[config.mk]
export PLATFORM = sky130hd
export DESIGN_NAME = qalu_front
export DESIGN_NICKNAME = d
export VERILOG_FILES = /design/src/rtl/qalu_pkg.sv /design/src/rtl/qalu_front.sv
export SDC_FILE = /design/constraint.sdc
export NUM_CORES = 1
export LEC_CHECK = 0
export BUFFER_PORTS_ARGS = -buffer_cell sky130_fd_sc_hd__buf_2
export CELL_PAD_IN_SITES_DETAIL_PLACEMENT = 1
export CELL_PAD_IN_SITES_GLOBAL_PLACEMENT = 1
export CORE_AREA = 2 2 214 216
export DETAILED_ROUTE_END_ITERATION = 7
export DIE_AREA = 0 0 216 218
export PLACE_DENSITY_LB_ADDON = 0.1
export SLEW_MARGIN = 30
export SYNTH_ARGS = -nofsm -noshare
export SYNTH_HDL_FRONTEND = slang
export SYNTH_SLANG_ARGS = --single-unit
[constraint.sdc]
create_clock -name vclk -period 0.9
set_input_delay 0.045 -clock vclk [all_inputs]
set_output_delay 0.045 -clock vclk [all_outputs]
set_load 0.1 [all_outputs]
[src/rtl/qalu_pkg.sv]
// Types, codes and helpers shared by the quaternion ALU modules.
package qalu_pkg;

    // Opcodes
    localparam logic [2:0] OP_ADD   = 3'd0;
    localparam logic [2:0] OP_SUB   = 3'd1;
    localparam logic [2:0] OP_SCALE = 3'd2;
    localparam logic [2:0] OP_MUL   = 3'd3;
    localparam logic [2:0] OP_CONJ  = 3'd4;
    localparam logic [2:0] OP_NORM  = 3'd5;
    localparam logic [2:0] OP_INV   = 3'd6;

    // Status codes
    localparam logic [1:0] ST_OK   = 2'd0;
    localparam logic [1:0] ST_OVF  = 2'd1;
    localparam logic [1:0] ST_DIVZ = 2'd2;

    // Q16.16 range ends
    localparam logic [31:0] Q_MAX = 32'h7FFF_FFFF;
    localparam logic [31:0] Q_MIN = 32'h8000_0000;

    typedef struct packed {
        logic [2:0]         opcode;
        logic signed [31:0] a_s;
        logic signed [31:0] a_i;
        logic signed [31:0] a_j;
        logic signed [31:0] a_k;
        logic signed [31:0] b_s;
        logic signed [31:0] b_i;
        logic signed [31:0] b_j;
        logic signed [31:0] b_k;
        logic signed [31:0] scale_factor;
    } in_t;

    typedef struct packed {
        logic signed [31:0] r_s;
        logic signed [31:0] r_i;
        logic signed [31:0] r_j;
        logic signed [31:0] r_k;
        logic [1:0]         status;
    } out_t;

    // Classified command: opcode plus multiplier operands (B already chosen)
    typedef struct packed {
        logic [2:0]       kind;
        logic [3:0][31:0] a;
        logic [3:0][31:0] b;
    } cmd_t;

    // Saturate to Q16.16; bit 32 flags overflow
    function automatic logic [32:0] sat52(input logic signed [51:0] v);
        logic [32:0] r;
        if (v > 52'sd2147483647) begin
            r = {1'b1, Q_MAX};
        end else if (v < -52'sd2147483648) begin
            r = {1'b1, Q_MIN};
        end else begin
            r = {1'b0, v[31:0]};
        end
        return r;
    endfunction

endpackage

[src/rtl/qalu_front.sv]
// Front end: input handshake and operand classification per opcode.
module qalu_front (
    input  logic              s_valid,
    output logic              s_ready,
    input  qalu_pkg::in_t     s_data,
    input  logic              q_full,
    output logic              q_push,
    output qalu_pkg::cmd_t    q_cmd
);

    assign s_ready = !q_full;
    assign q_push  = s_valid && s_ready;

    // Pick operand B for the product array: factor for scale, A itself for squares
    always_comb begin
        q_cmd.kind = s_data.opcode;
        q_cmd.a    = {s_data.a_k, s_data.a_j, s_data.a_i, s_data.a_s};
        unique case (s_data.opcode) inside
            qalu_pkg::OP_SCALE: begin
                q_cmd.b = {4{s_data.scale_factor}};
            end
            qalu_pkg::OP_NORM, qalu_pkg::OP_INV: begin
                q_cmd.b = {s_data.a_k, s_data.a_j, s_data.a_i, s_data.a_s};
            end
            default: begin
                q_cmd.b = {s_data.b_k, s_data.b_j, s_data.b_i, s_data.b_s};
            end
        endcase
    end

endmodule

==> qor.yml <==
die:
  die_width_um: 216
  rows: 78
  die_h_um: 218
  initial_core_util_pct: 14.50
  core_area_mm2: 0.04489
  io_pins: 554
  fp.dieArea_mm2: 0.04709
place:
  place_congestion: 0.8072
  port_buffers: 554
  post-place-cells: 2110
  dpl-instance-area_mm2: 0.01577
  dp_hpwl_mm: 37.27
timing:
  holdWs_ns: 0.3847
  fin_ws_ns: -0.3860
  final_min_period_over_clock_period_pct: 142.9
  setup_viol: 128
  relSlewSlack_pct: 80.05
  tightest_slew_ns: 0.2993
  rsz0062_at_grt: "yes"
  final.min_clock_period_ns: 1.286
  max_freq_ghz: 0.7776
  finalHoldViolCount: 0
  slew_viol_final: 0
  finalSetupTns_ns: -40.69
power:
  powerDensity_mw_per_mm2: 996.5
  p_leak_nw: 7.662
  peakVddDrop_uv: 491.3
cells_and_area:
  regArea_um2: 0
  fin_area_mm2: 0.01874
  post-route-util_pct: 41.75
  syn_to_final_growth_pct: 187.8
  clkbuf_count: 0
  drive_gt1_share_pct: 68.18
  instances_no_fill: 2192
  fin_nets: 1882
  n_sequential_cell: 0
route:
  drt_wl_total_mm: 49.42
  wl_per_cell_um: 22.54
  drt_iter0_drc: 388
  drcViolationCount: 0
  drtAntennaViolNets: 0
  vias_per_cell: 4.670
  dr_total_vias: 10240
  drtPass1Iterations: 4
worst_setup_path:
  end_kind: "primary output"
  start_kind: "input pin"
  crit_arrival_ns: 1.24
  required_ns: 0.85
  path_max_fanout: 8
  critPathLaunch: "s_data[290]"
  endpoint: "q_cmd[103]"
  critPathKind: "in -> out"
global_route:
  grt_max_degree: 37
  grt_pass1_vias: 10740
  grt_pass1_wl_mm: 69.57
  antenna_found_initial: 12
  grt_overflow: 0
  grt_util_all_layers_pct: 18.97
outcome:
  status: "finished, violations left"
  violations: "negative setup slack"
yosys:
  syn-mean-instance-area_um2: 6.189
  synth_top_area_share_pct: 17.22
  syn_nets: 1345
  synth.most_common_cell: "buf_4"
  yosys.area.top_type: "o221ai_1"
  yosysUniqueCellTypes: 16
  synth_warnings: 0
  yosys-top-cells-area: "o221ai_1, buf_4, a21o_1"
  syn_inst: 1052
  syn-cell-area_mm2: 0.006511
  ys_seq_area_share_pct: 0
run:
  drv_cap: 0
min_path:
  hold_class: "in -> out"
  min_path_cells: 2
==> area by class of cell <==
type | instances | area, µm²
fill | 4869 | 26150
timing repair buffer | 783 | 10160
multi-input combinational | 803 | 7818
tap | 600 | 750.7
antenna | 5 | 12.51
inverter | 1 | 3.754
==> where the power goes <==
| part | switching, mW | leakage [nW] | internal [mW] |
|---|---|---|---|
| combinational | 11.5 | 7.66 | 7.21 |
| clock | 0 | 0.0000317 | 0.000000744 |
| sequential | 0 | 0 | 0 |
| total | 11.5 | 7.66 | 7.21 |
==> stage by stage <==
stage	total power [mW]	setup WS, ns
detailed placement	17.02	-0.5094
global placement	16.94	-0.5167
floorplan	10.83	-1.303
global route	19.31	-0.4309
CTS	18.19	-0.4229
finish	18.68	-0.3860
==> metal layers <==
| layer | GRT usage, % | part of all wire [%] |
|---|---|---|
| met1 | 22.88 | 40 |
| met2 | 35.89 | 53 |
| met3 | 3.096 | 5.0 |
| met4 | 2.420 | 1.4 |
| met5 | 0 | 0.11 |
==> cells in the final DEF, fill, tap and decap left out, types with 3 or more instances in the layout <==
cell | synthesis | layout
buf_12 | 0 | 305
buf_2 | 88 | 290
a21o_1 | 128 | 128
nand2b_1 | 128 | 116
o221ai_4 | 0 | 111
nand3_1 | 128 | 108
nand2_1 | 128 | 106
buf_4 | 136 | 88
a21oi_2 | 0 | 73
a21oi_1 | 128 | 45
buf_6 | 9 | 36
nor2b_4 | 0 | 34
buf_16 | 0 | 27
nand3_2 | 0 | 20
clkbuf_16 | 0 | 20
nand2_2 | 0 | 19
o221ai_2 | 0 | 16
buf_8 | 1 | 15
nand2b_4 | 1 | 13
a21oi_4 | 0 | 10
diode_2 | 0 | 5
nand2_4 | 0 | 3
==> critical path, stage by stage <==
cell and delay (ns):
buf_16 0.14, buf_12 0.15, buf_8 0.13, nor2b_4 0.22, a21oi_2 0.07, o221ai_4 0.25, buf_12 0.21
==> kinds of logic (layout without fill, tap and decap cells) <==
| family | after synthesis | count (layout) | synth area share, % |
|---|---|---|---|
| simple gates | 419 | 419 | 33.03 |
| compound gates | 384 | 384 | 41.81 |
| buf+inv | 249 | 784 | 25.15 |
| other cells | 0 | 5 | 0 |
==> worst min path at each step <==
| stage | endpoint | start |
|---|---|---|
| 2_1_floorplan | q_push | q_full |
| 3_3_place_gp | q_cmd[158] | s_data[286] |
| 3_5_place_dp | q_cmd[150] | s_data[278] |
| 4_1_cts | q_cmd[235] | s_data[171] |
| 5_1_grt | q_cmd[190] | s_data[254] |
| 6_report | q_cmd[158] | s_data[286] |
==> what timing repair did <==
item / 4_1_cts / 5_1_grt
endpoints found under the setup margin: 129 / 128
pin swaps: 57 / 71
gates cloned: 15 / 18
resized for setup: 228 / 107
hold buffers: 0 / 0
setup buffers: 24 / 24
Note: power is estimated with default switching activity, not from simulation.
