**src/rtl/qalu_pkg.sv**
```systemverilog
// Types, codes and helpers shared by the quaternion ALU modules.
package qalu_pkg;

    // Opcodes
    localparam logic [2:0] OP_ADD   = 3'd0;
    localparam logic [2:0] OP_SUB   = 3'd1;
    localparam logic [2:0] OP_SCALE = 3'd2;
    localparam logic [2:0] OP_MUL   = 3'd3;
    localparam logic [2:0] OP_CONJ  = 3'd4;
    localparam logic [2:0] OP_NORM  = 3'd5;
    localparam logic [2:0] OP_INV   = 3'd6;

    // Status codes
    localparam logic [1:0] ST_OK   = 2'd0;
    localparam logic [1:0] ST_OVF  = 2'd1;
    localparam logic [1:0] ST_DIVZ = 2'd2;

    // Q16.16 range ends
    localparam logic [31:0] Q_MAX = 32'h7FFF_FFFF;
    localparam logic [31:0] Q_MIN = 32'h8000_0000;

    typedef struct packed {
        logic [2:0]         opcode;
        logic signed [31:0] a_s;
        logic signed [31:0] a_i;
        logic signed [31:0] a_j;
        logic signed [31:0] a_k;
        logic signed [31:0] b_s;
        logic signed [31:0] b_i;
        logic signed [31:0] b_j;
        logic signed [31:0] b_k;
        logic signed [31:0] scale_factor;
    } in_t;

    typedef struct packed {
        logic signed [31:0] r_s;
        logic signed [31:0] r_i;
        logic signed [31:0] r_j;
        logic signed [31:0] r_k;
        logic [1:0]         status;
    } out_t;

    // Classified command: opcode plus multiplier operands (B already chosen)
    typedef struct packed {
        logic [2:0]       kind;
        logic [3:0][31:0] a;
        logic [3:0][31:0] b;
    } cmd_t;

    // Saturate to Q16.16; bit 32 flags overflow
    function automatic logic [32:0] sat52(input logic signed [51:0] v);
        logic [32:0] r;
        if (v > 52'sd2147483647) begin
            r = {1'b1, Q_MAX};
        end else if (v < -52'sd2147483648) begin
            r = {1'b1, Q_MIN};
        end else begin
            r = {1'b0, v[31:0]};
        end
        return r;
    endfunction

endpackage

```
**src/rtl/qalu_fifo.sv**
```systemverilog
// Command queue between front and back end.
module qalu_fifo #(
    parameter int DEPTH = 4
) (
    input  logic           aclk,
    input  logic           aresetn,
    input  logic           push,
    input  qalu_pkg::cmd_t push_cmd,
    output logic           full,
    output logic           pop_valid,
    input  logic           pop_ready,
    output qalu_pkg::cmd_t pop_cmd
);

    localparam int AW = (DEPTH > 1) ? $clog2(DEPTH) : 1;
    localparam int CW = $clog2(DEPTH + 1);

    qalu_pkg::cmd_t    mem_reg [DEPTH];
    logic [AW-1:0]     wr_ptr_reg, rd_ptr_reg;
    logic [CW-1:0]     count_reg;
    logic              pop;

    assign full      = (count_reg == CW'(DEPTH));
    assign pop_valid = (count_reg != '0);
    assign pop       = pop_valid && pop_ready;
    assign pop_cmd   = mem_reg[rd_ptr_reg];

    // Storage
    always_ff @(posedge aclk) begin
        if (push) begin
            mem_reg[wr_ptr_reg] <= push_cmd;
        end
    end

    // Pointers and fill count
    always_ff @(posedge aclk) begin
        if (!aresetn) begin
            wr_ptr_reg <= '0;
            rd_ptr_reg <= '0;
            count_reg  <= '0;
        end else begin
            if (push) begin
                wr_ptr_reg <= (wr_ptr_reg == AW'(DEPTH - 1)) ? '0 : wr_ptr_reg + 1'b1;
            end
            if (pop) begin
                rd_ptr_reg <= (rd_ptr_reg == AW'(DEPTH - 1)) ? '0 : rd_ptr_reg + 1'b1;
            end
            if (push && !pop) begin
                count_reg <= count_reg + 1'b1;
            end else if (pop && !push) begin
                count_reg <= count_reg - 1'b1;
            end
        end
    end

endmodule

```
**config.mk**
```make
export PLATFORM = sky130hd
export DESIGN_NAME = qalu_fifo
export DESIGN_NICKNAME = d
export VERILOG_FILES = /design/src/rtl/qalu_pkg.sv /design/src/rtl/qalu_fifo.sv
export SDC_FILE = /design/constraint.sdc
export NUM_CORES = 1
export LEC_CHECK = 0
export ABC_AREA = 1
export BUFFER_PORTS_ARGS = -buffer_cell sky130_fd_sc_hd__buf_2
export CAP_MARGIN = 20
export CELL_PAD_IN_SITES_DETAIL_PLACEMENT = 1
export CELL_PAD_IN_SITES_GLOBAL_PLACEMENT = 2
export CORE_MARGIN = 4
export CORE_UTILIZATION = 44
export DETAILED_ROUTE_END_ITERATION = 16
export PLACE_DENSITY_LB_ADDON = 0.1
export SLEW_MARGIN = 10
export SYNTH_ARGS = -nofsm -noshare
export SYNTH_HDL_FRONTEND = slang
export SYNTH_SLANG_ARGS = --single-unit
```
**constraint.sdc**
```tcl
create_clock -name aclk -period 11.58 [get_ports aclk]
set_input_delay 0.579 -clock aclk [delete_from_list [all_inputs] [get_ports aclk]]
set_output_delay 0.579 -clock aclk [all_outputs]
set_load 0.02 [all_outputs]
```
==> flow_summary.yaml, run 1 <==
outcome:
  outcome: "complete, no violations"
grt:
  grt_pass1_wl_um: 153000
  antenna_found_initial: 54
  grt.total_usage_pct: 21.5
  grt-ovfl-total: 0
  grt_max_degree: 255
  grt_pass1_vias: 24819
timing:
  min_period_ns: 4.59
  finalHoldViolations: 0
  rsz0062_at_grt: "no"
  finalSetupViolCount: 0
  max_slew_margin_pct: 19.9
  fin_setup_tns_ns: 0
  timing.fmax_ghz: 0.218
  tightest_slew_ns: 1.20
  maxSlewViolCount: 0
  finalCritPeriodShare_pct: 39.6
  whs_ns: 0.128
  skew_ns: 0.0205
worst_setup_path:
  worstSetupEndpointType: "primary output"
  cp.arrival_ns: 4.01
  crit_top_cell: "buf_4"
  timing_worst_setup_path_type: "flip-flop to primary output"
  crit_chain: "buf_4, buf_4, buf_12, o21ai_0, o22ai_1, buf_2"
  cp-start-kind: "flip-flop"
  crit_fanout: 87
  max_stage_delay_ns: 0.91
  cp.required_ns: 11.00
  cp_slowest_cell: "dfxtp_4"
  ff2ff_setup_slack_ns: 8.08
layout:
  layout.nets: 3323
  area_growth_pct: 18.4
  post_route_cells_drive_above_1_share_pct: 22.3
  post-route-util_pct: 52.5
  largest_register_ffs: 1036
drt:
  route.vias.total: 23415
  dr.pass1.iters: 5
  viasPerCell: 5.41
  detail_route.iter0.violations: 1410
  ant_nets: 0
  wl_um: 103000
  drcViolationCount: 0
  wl_per_cell_um: 23.8
logic_synthesis:
  mappedNetlistArea_sq_mm: 0.0385
  syn_area_per_cell_sq_um: 15.0
  synth_warnings: 0
  synth_top_area_share_pct: 80.7
  ys_seq_elements: 1045
  synth_cells: 2569
  yosys.area.top_type: "edfxtp_1"
  syn-num-nets: 2839
  synth.yosys.seq_area_share_pct: 81.2
  synth_cell_types: 21
  ys_top_cells_by_area: "edfxtp_1 81%, o21ai_0 6.8%, nor2_1 5.1%"
pwr:
  ir_drop_v: 0.000183
  p_leak_nw: 15.7
  powerDensity_mw_per_mm2: 235
floorplanning:
  core-area_sq_mm: 0.0869
  die_h_um: 304
  io_pins: 524
  design.die.area_sq_mm: 0.0924
  num_rows: 108
  die_w_um: 304
  initial_utilization_pct: 44.3
clocking:
  htree_levels: 3
  cts_root_buf: "clkbuf_16"
  clkLatencyLatePin_ns: 0.67
  path_clk_slew_ns: 0.06
  clock_sinks: 1045
  cts_tree: "yes"
  numCtsBuffers: 109
  clock_path_buffers: 3
  postCtsResizedCells: 0
  cts_hold_buf: 0
  cts_setup_buffers: 0
flow_run:
  max_cap_violations: 0
worst_hold_path:
  hp-class: "primary input to flip-flop"
placed_design:
  place_congestion: 0.750
  dp_hpwl_um: 58800
  port_buffers: 523
-- cell usage in the layout, fill, tap and decap left out --
cell type / n
xor2_1: 1
ha_1: 6
bufinv_16: 8
fa_1: 1
dfxtp_1: 7
nand3_1: 1
diode_2: 31
clkbuf_8: 3
buf_2: 523
clkbuf_16: 112
buf_4: 18
clkinvlp_4: 4
inv_1: 10
buf_12: 4
o21ai_0: 520
clkinv_2: 18
nand4_1: 1
clkinv_8: 1
inv_8: 4
dfxtp_4: 2
inv_6: 4
o22ai_1: 259
nand3b_1: 1
edfxtp_1: 1036
clkinv_1: 31
a21oi_1: 3
nor3_1: 2
nand2_1: 13
nor2_1: 528
inv_16: 1
clkbuf_1: 21
-- cells by family after synthesis --
logic type / count (synthesis) / synth area share (%)
compound gates: 782 / 11.0
xor+xnor: 1 / 0.0227
simple gates: 546 / 5.34
fa+ha+maj: 7 / 0.247
buf+inv: 188 / 2.18
flops: 1045 / 81.2
-- synthesized netlist by cell type --
master,count
dfxtp_1,9
o22ai_1,259
nand2_1,13
nor3_1,2
o21ai_0,520
nand3b_1,1
inv_2,1
nand3_1,1
ha_1,6
clkbuf_1,107
buf_2,49
inv_4,1
edfxtp_1,1036
nor2_1,528
a21oi_1,3
nand4_1,1
fa_1,1
inv_1,14
buf_4,13
buf_6,3
xor2_1,1
-- path summary, 6_finish.rpt --
check                                   from                         to  cells after the start
setup / recovery                   flip-flop                pop_cmd[50]                      6
setup reg to reg  wr_ptr_reg[0]$_SDFFE_PN0P_   mem_reg[2][62]$_DFFE_PP_                      6
hold / removal                 push_cmd[249]  mem_reg[1][249]$_DFFE_PP_                      1
hold reg to reg   rd_ptr_reg[1]$_SDFFE_PN0P_                  flip-flop                      2
-- per-layer routing --
layer	track usage (%)	wire (um)	part of all wire [%]
met5	0	185	0.18
met4	7.93	3390	3.3
met3	6.38	7090	6.9
met2	37.4	52500	51
met1	25.5	39700	39
-- power breakdown --
part           internal (mW)  switching (mW)
logic                  0.788            2.16
clock network           1.95            1.39
registers               4.34          0.0853
total                   7.08            3.64
-- per-stage QoR --
| step | setup slack, ns | power [mW] | area, sq um | instances |
|---|---|---|---|---|
| floorplan | 5.39 | 6.33 | 38500 | 2569 |
| global placement | 7.44 | 7.42 | 42100 | 4096 |
| detailed placement | 7.30 | 7.50 | 42100 | 4096 |
| CTS | 6.59 | 10.9 | 45500 | 4297 |
| global route | 6.60 | 11.2 | 45600 | 4316 |
| finish | 6.99 | 10.7 | 45600 | 4329 |
-- worst max-delay path, delay by kind of cell (launching register included) --
kind,cells,cell delay (ns)
buf+inv,4,1.99
compound gates,2,0.40
flops,1,0.91
-- cell type report --
type                    count  area [sq um]
well taps                1155          1450
clock inverters            65           519
diodes                     31          77.6
repair buffers            545          2830
fillers                  8548         41300
flip-flops and latches   1045         31300
clock buffers             136          2920
inverters                  16           111
multi-input cells        1336          6400
(Power assumes the default switching activity.)
==> run 2: changes to the inputs <==
--- a/config.mk
+++ b/config.mk
@@ -11,7 +11,7 @@
 export CELL_PAD_IN_SITES_DETAIL_PLACEMENT = 1
 export CELL_PAD_IN_SITES_GLOBAL_PLACEMENT = 2
 export CORE_MARGIN = 4
-export CORE_UTILIZATION = 44
+export CORE_UTILIZATION = 37
 export DETAILED_ROUTE_END_ITERATION = 16
 export PLACE_DENSITY_LB_ADDON = 0.1
 export SLEW_MARGIN = 10
==> constraint.sdc (replaced) <==
create_clock -name aclk -period 3.7 [get_ports aclk]
set_input_delay 0.185 -clock aclk [delete_from_list [all_inputs] [get_ports aclk]]
set_output_delay 0.185 -clock aclk [all_outputs]
set_load 0.02 [all_outputs]
==> flow_summary.yaml, run 2 (synthesized netlist as in run 1, its figures left out) <==
outcome:
  outcome: "complete, no violations"
grt:
  grt-ovfl-total: 0
  grt_pass1_vias: 26446
  grt_pass1_wl_um: 162000
  grt_max_degree: 187
  use_met2_pct: 34.6
  antenna_found_initial: 17
  busiest_layer: "met2"
  grt.total_usage_pct: 19.6
  use_met1_pct: 23.8
  grt_use_met3_pct: 4.41
floorplanning:
  io_pins: 524
  design.die.area_sq_mm: 0.109
  die_w_um: 331
  initial_utilization_pct: 37.2
  die_h_um: 331
  num_rows: 118
  core-area_sq_mm: 0.103
pwr:
  ir_drop_v: 0.000732
  powerDensity_mw_per_mm2: 696
  p_leak_nw: 17.1
layout:
  layout_commonest_cell: "edfxtp_1"
  post-route-util_pct: 47.4
  design_area_sq_mm: 0.0491
  largest_register_ffs: 1036
  layout_common_cells: "1036 x edfxtp_1, 528 x nor2_1, 523 x buf_2, 520 x o21ai_0, 262 x dlygate4sd3_1"
  layout.nets: 3620
  final_cells: 4842
  area_growth_pct: 27.4
  post_route_cells_drive_above_1_share_pct: 21.7
  n_fill_cell: 10372
drt:
  detail_route.iter0.violations: 1324
  drcViolationCount: 0
  wl_um: 109000
  route.vias.total: 24640
  wl_per_cell_um: 22.5
  dr.pass1.iters: 5
  ant_nets: 0
  viasPerCell: 5.09
clocking:
  path_clk_slew_ns: 0.06
  clock_path_buffers: 3
  clkLatencyLatePin_ns: 0.67
  cts_tree: "yes"
  cts_hold_buf: 262
  htree_levels: 3
  numCtsBuffers: 113
  cts_setup_buffers: 0
  cts_root_buf: "clkbuf_16"
  postCtsResizedCells: 0
  clock_sinks: 1045
timing:
  setup_ws_ns: 0.615
  max_slew_margin_pct: 36.5
  finalCritPeriodShare_pct: 83.4
  tightest_slew_ns: 0.950
  finalSetupViolCount: 0
  rsz0062_at_grt: "no"
  skew_ns: 0.0124
  min_period_ns: 3.09
  finalHoldViolations: 0
  timing.fmax_ghz: 0.324
  maxSlewViolCount: 0
  whs_ns: 0.248
worst_hold_path:
  whs_path_depth: 2
  hp-class: "primary input to flip-flop"
worst_setup_path:
  timing_worst_setup_path_type: "flip-flop to primary output"
  reg2regPathDepth: 5
  crit_fanout: 54
  cp-start-kind: "flip-flop"
  cp.required_ns: 3.51
  cp.arrival_ns: 2.90
  worstSetupEndpointType: "primary output"
placed_design:
  port_buffers: 523
  dp_hpwl_um: 64800
  dp_slack_ns: 1.20
  dp_cells: 4353
  place_congestion: 0.742
  postPlaceCellArea_sq_mm: 0.0429
flow_run:
  max_cap_violations: 0
==> run 2: changes by cell type in the layout (fill, tap and decap cells not counted), moves of 4 or more <==
cell           change
clkinv_2           +6
clkinv_1           +6
clkbuf_16          +7
dlygate4sd3_1    +262
nand2_1            -4
diode_2           -13
nand2_2            +4
buf_4              +7
inv_8              -4
buf_12            +24
==> run 2: path summary, 6_finish.rpt <==
path	startpoint	endpoint	slack, ns
setup reg to reg	wr_ptr_reg[0]$_SDFFE_PN0P_	mem_reg[0][172]$_DFFE_PP_	1.39
setup / recovery	flip-flop	pop_cmd[116]	0.61
hold reg to reg	wr_ptr_reg[1]$_SDFFE_PN0P_	wr_ptr_reg[1]$_SDFFE_PN0P_	0.50
hold / removal	push_cmd[87]	mem_reg[2][87]$_DFFE_PP_	0.25
==> run 2: final cells by class <==
class	instances	area [sq um]	share of cell area, %
antenna	18	45.0	0.0918
clock buffer	138	3050	6.21
clock inverter	71	470	0.958
inverter	16	96.3	0.196
multi-input combinational	1336	6420	13.1
sequential	1045	31300	63.8
tap	1380	1730	3.52
timing repair buffer	838	5990	12.2
==> run 2: metal layers <==
metal  wire (um)  part of all wire, %  vias to the layer above
met3        6020                  5.5                      170
met2       55800                   51                      503
met5          27                0.025                        -
met4        3530                  3.2                        4
li1            -                    -                    11363
met1       43700                   40                    12600
==> run 2: per-stage QoR <==
stage,power (mW),TNS (ns)
2_1_floorplan,19.8,-1223.82
3_5_place_dp,23.8,0
6_report,34.2,0
3_3_place_gp,23.5,0
5_1_grt,35.9,0
4_1_cts,34.8,0
==> run 2: worst max-delay path, cell delays in order (launching register included) <==
cell,delay (ns)
dfxtp_4,0.52
inv_6,0.48
buf_4,0.44
o21ai_0,0.18
o22ai_1,0.32
buf_2,0.24
==> run 2: where the power goes <==
| part | internal (mW) | switching (mW) | total, mW |
|---|---|---|---|
| clock network | 6.21 | 4.42 | 10.6 |
| registers | 13.6 | 0.206 | 13.8 |
| logic | 2.77 | 7.00 | 9.76 |
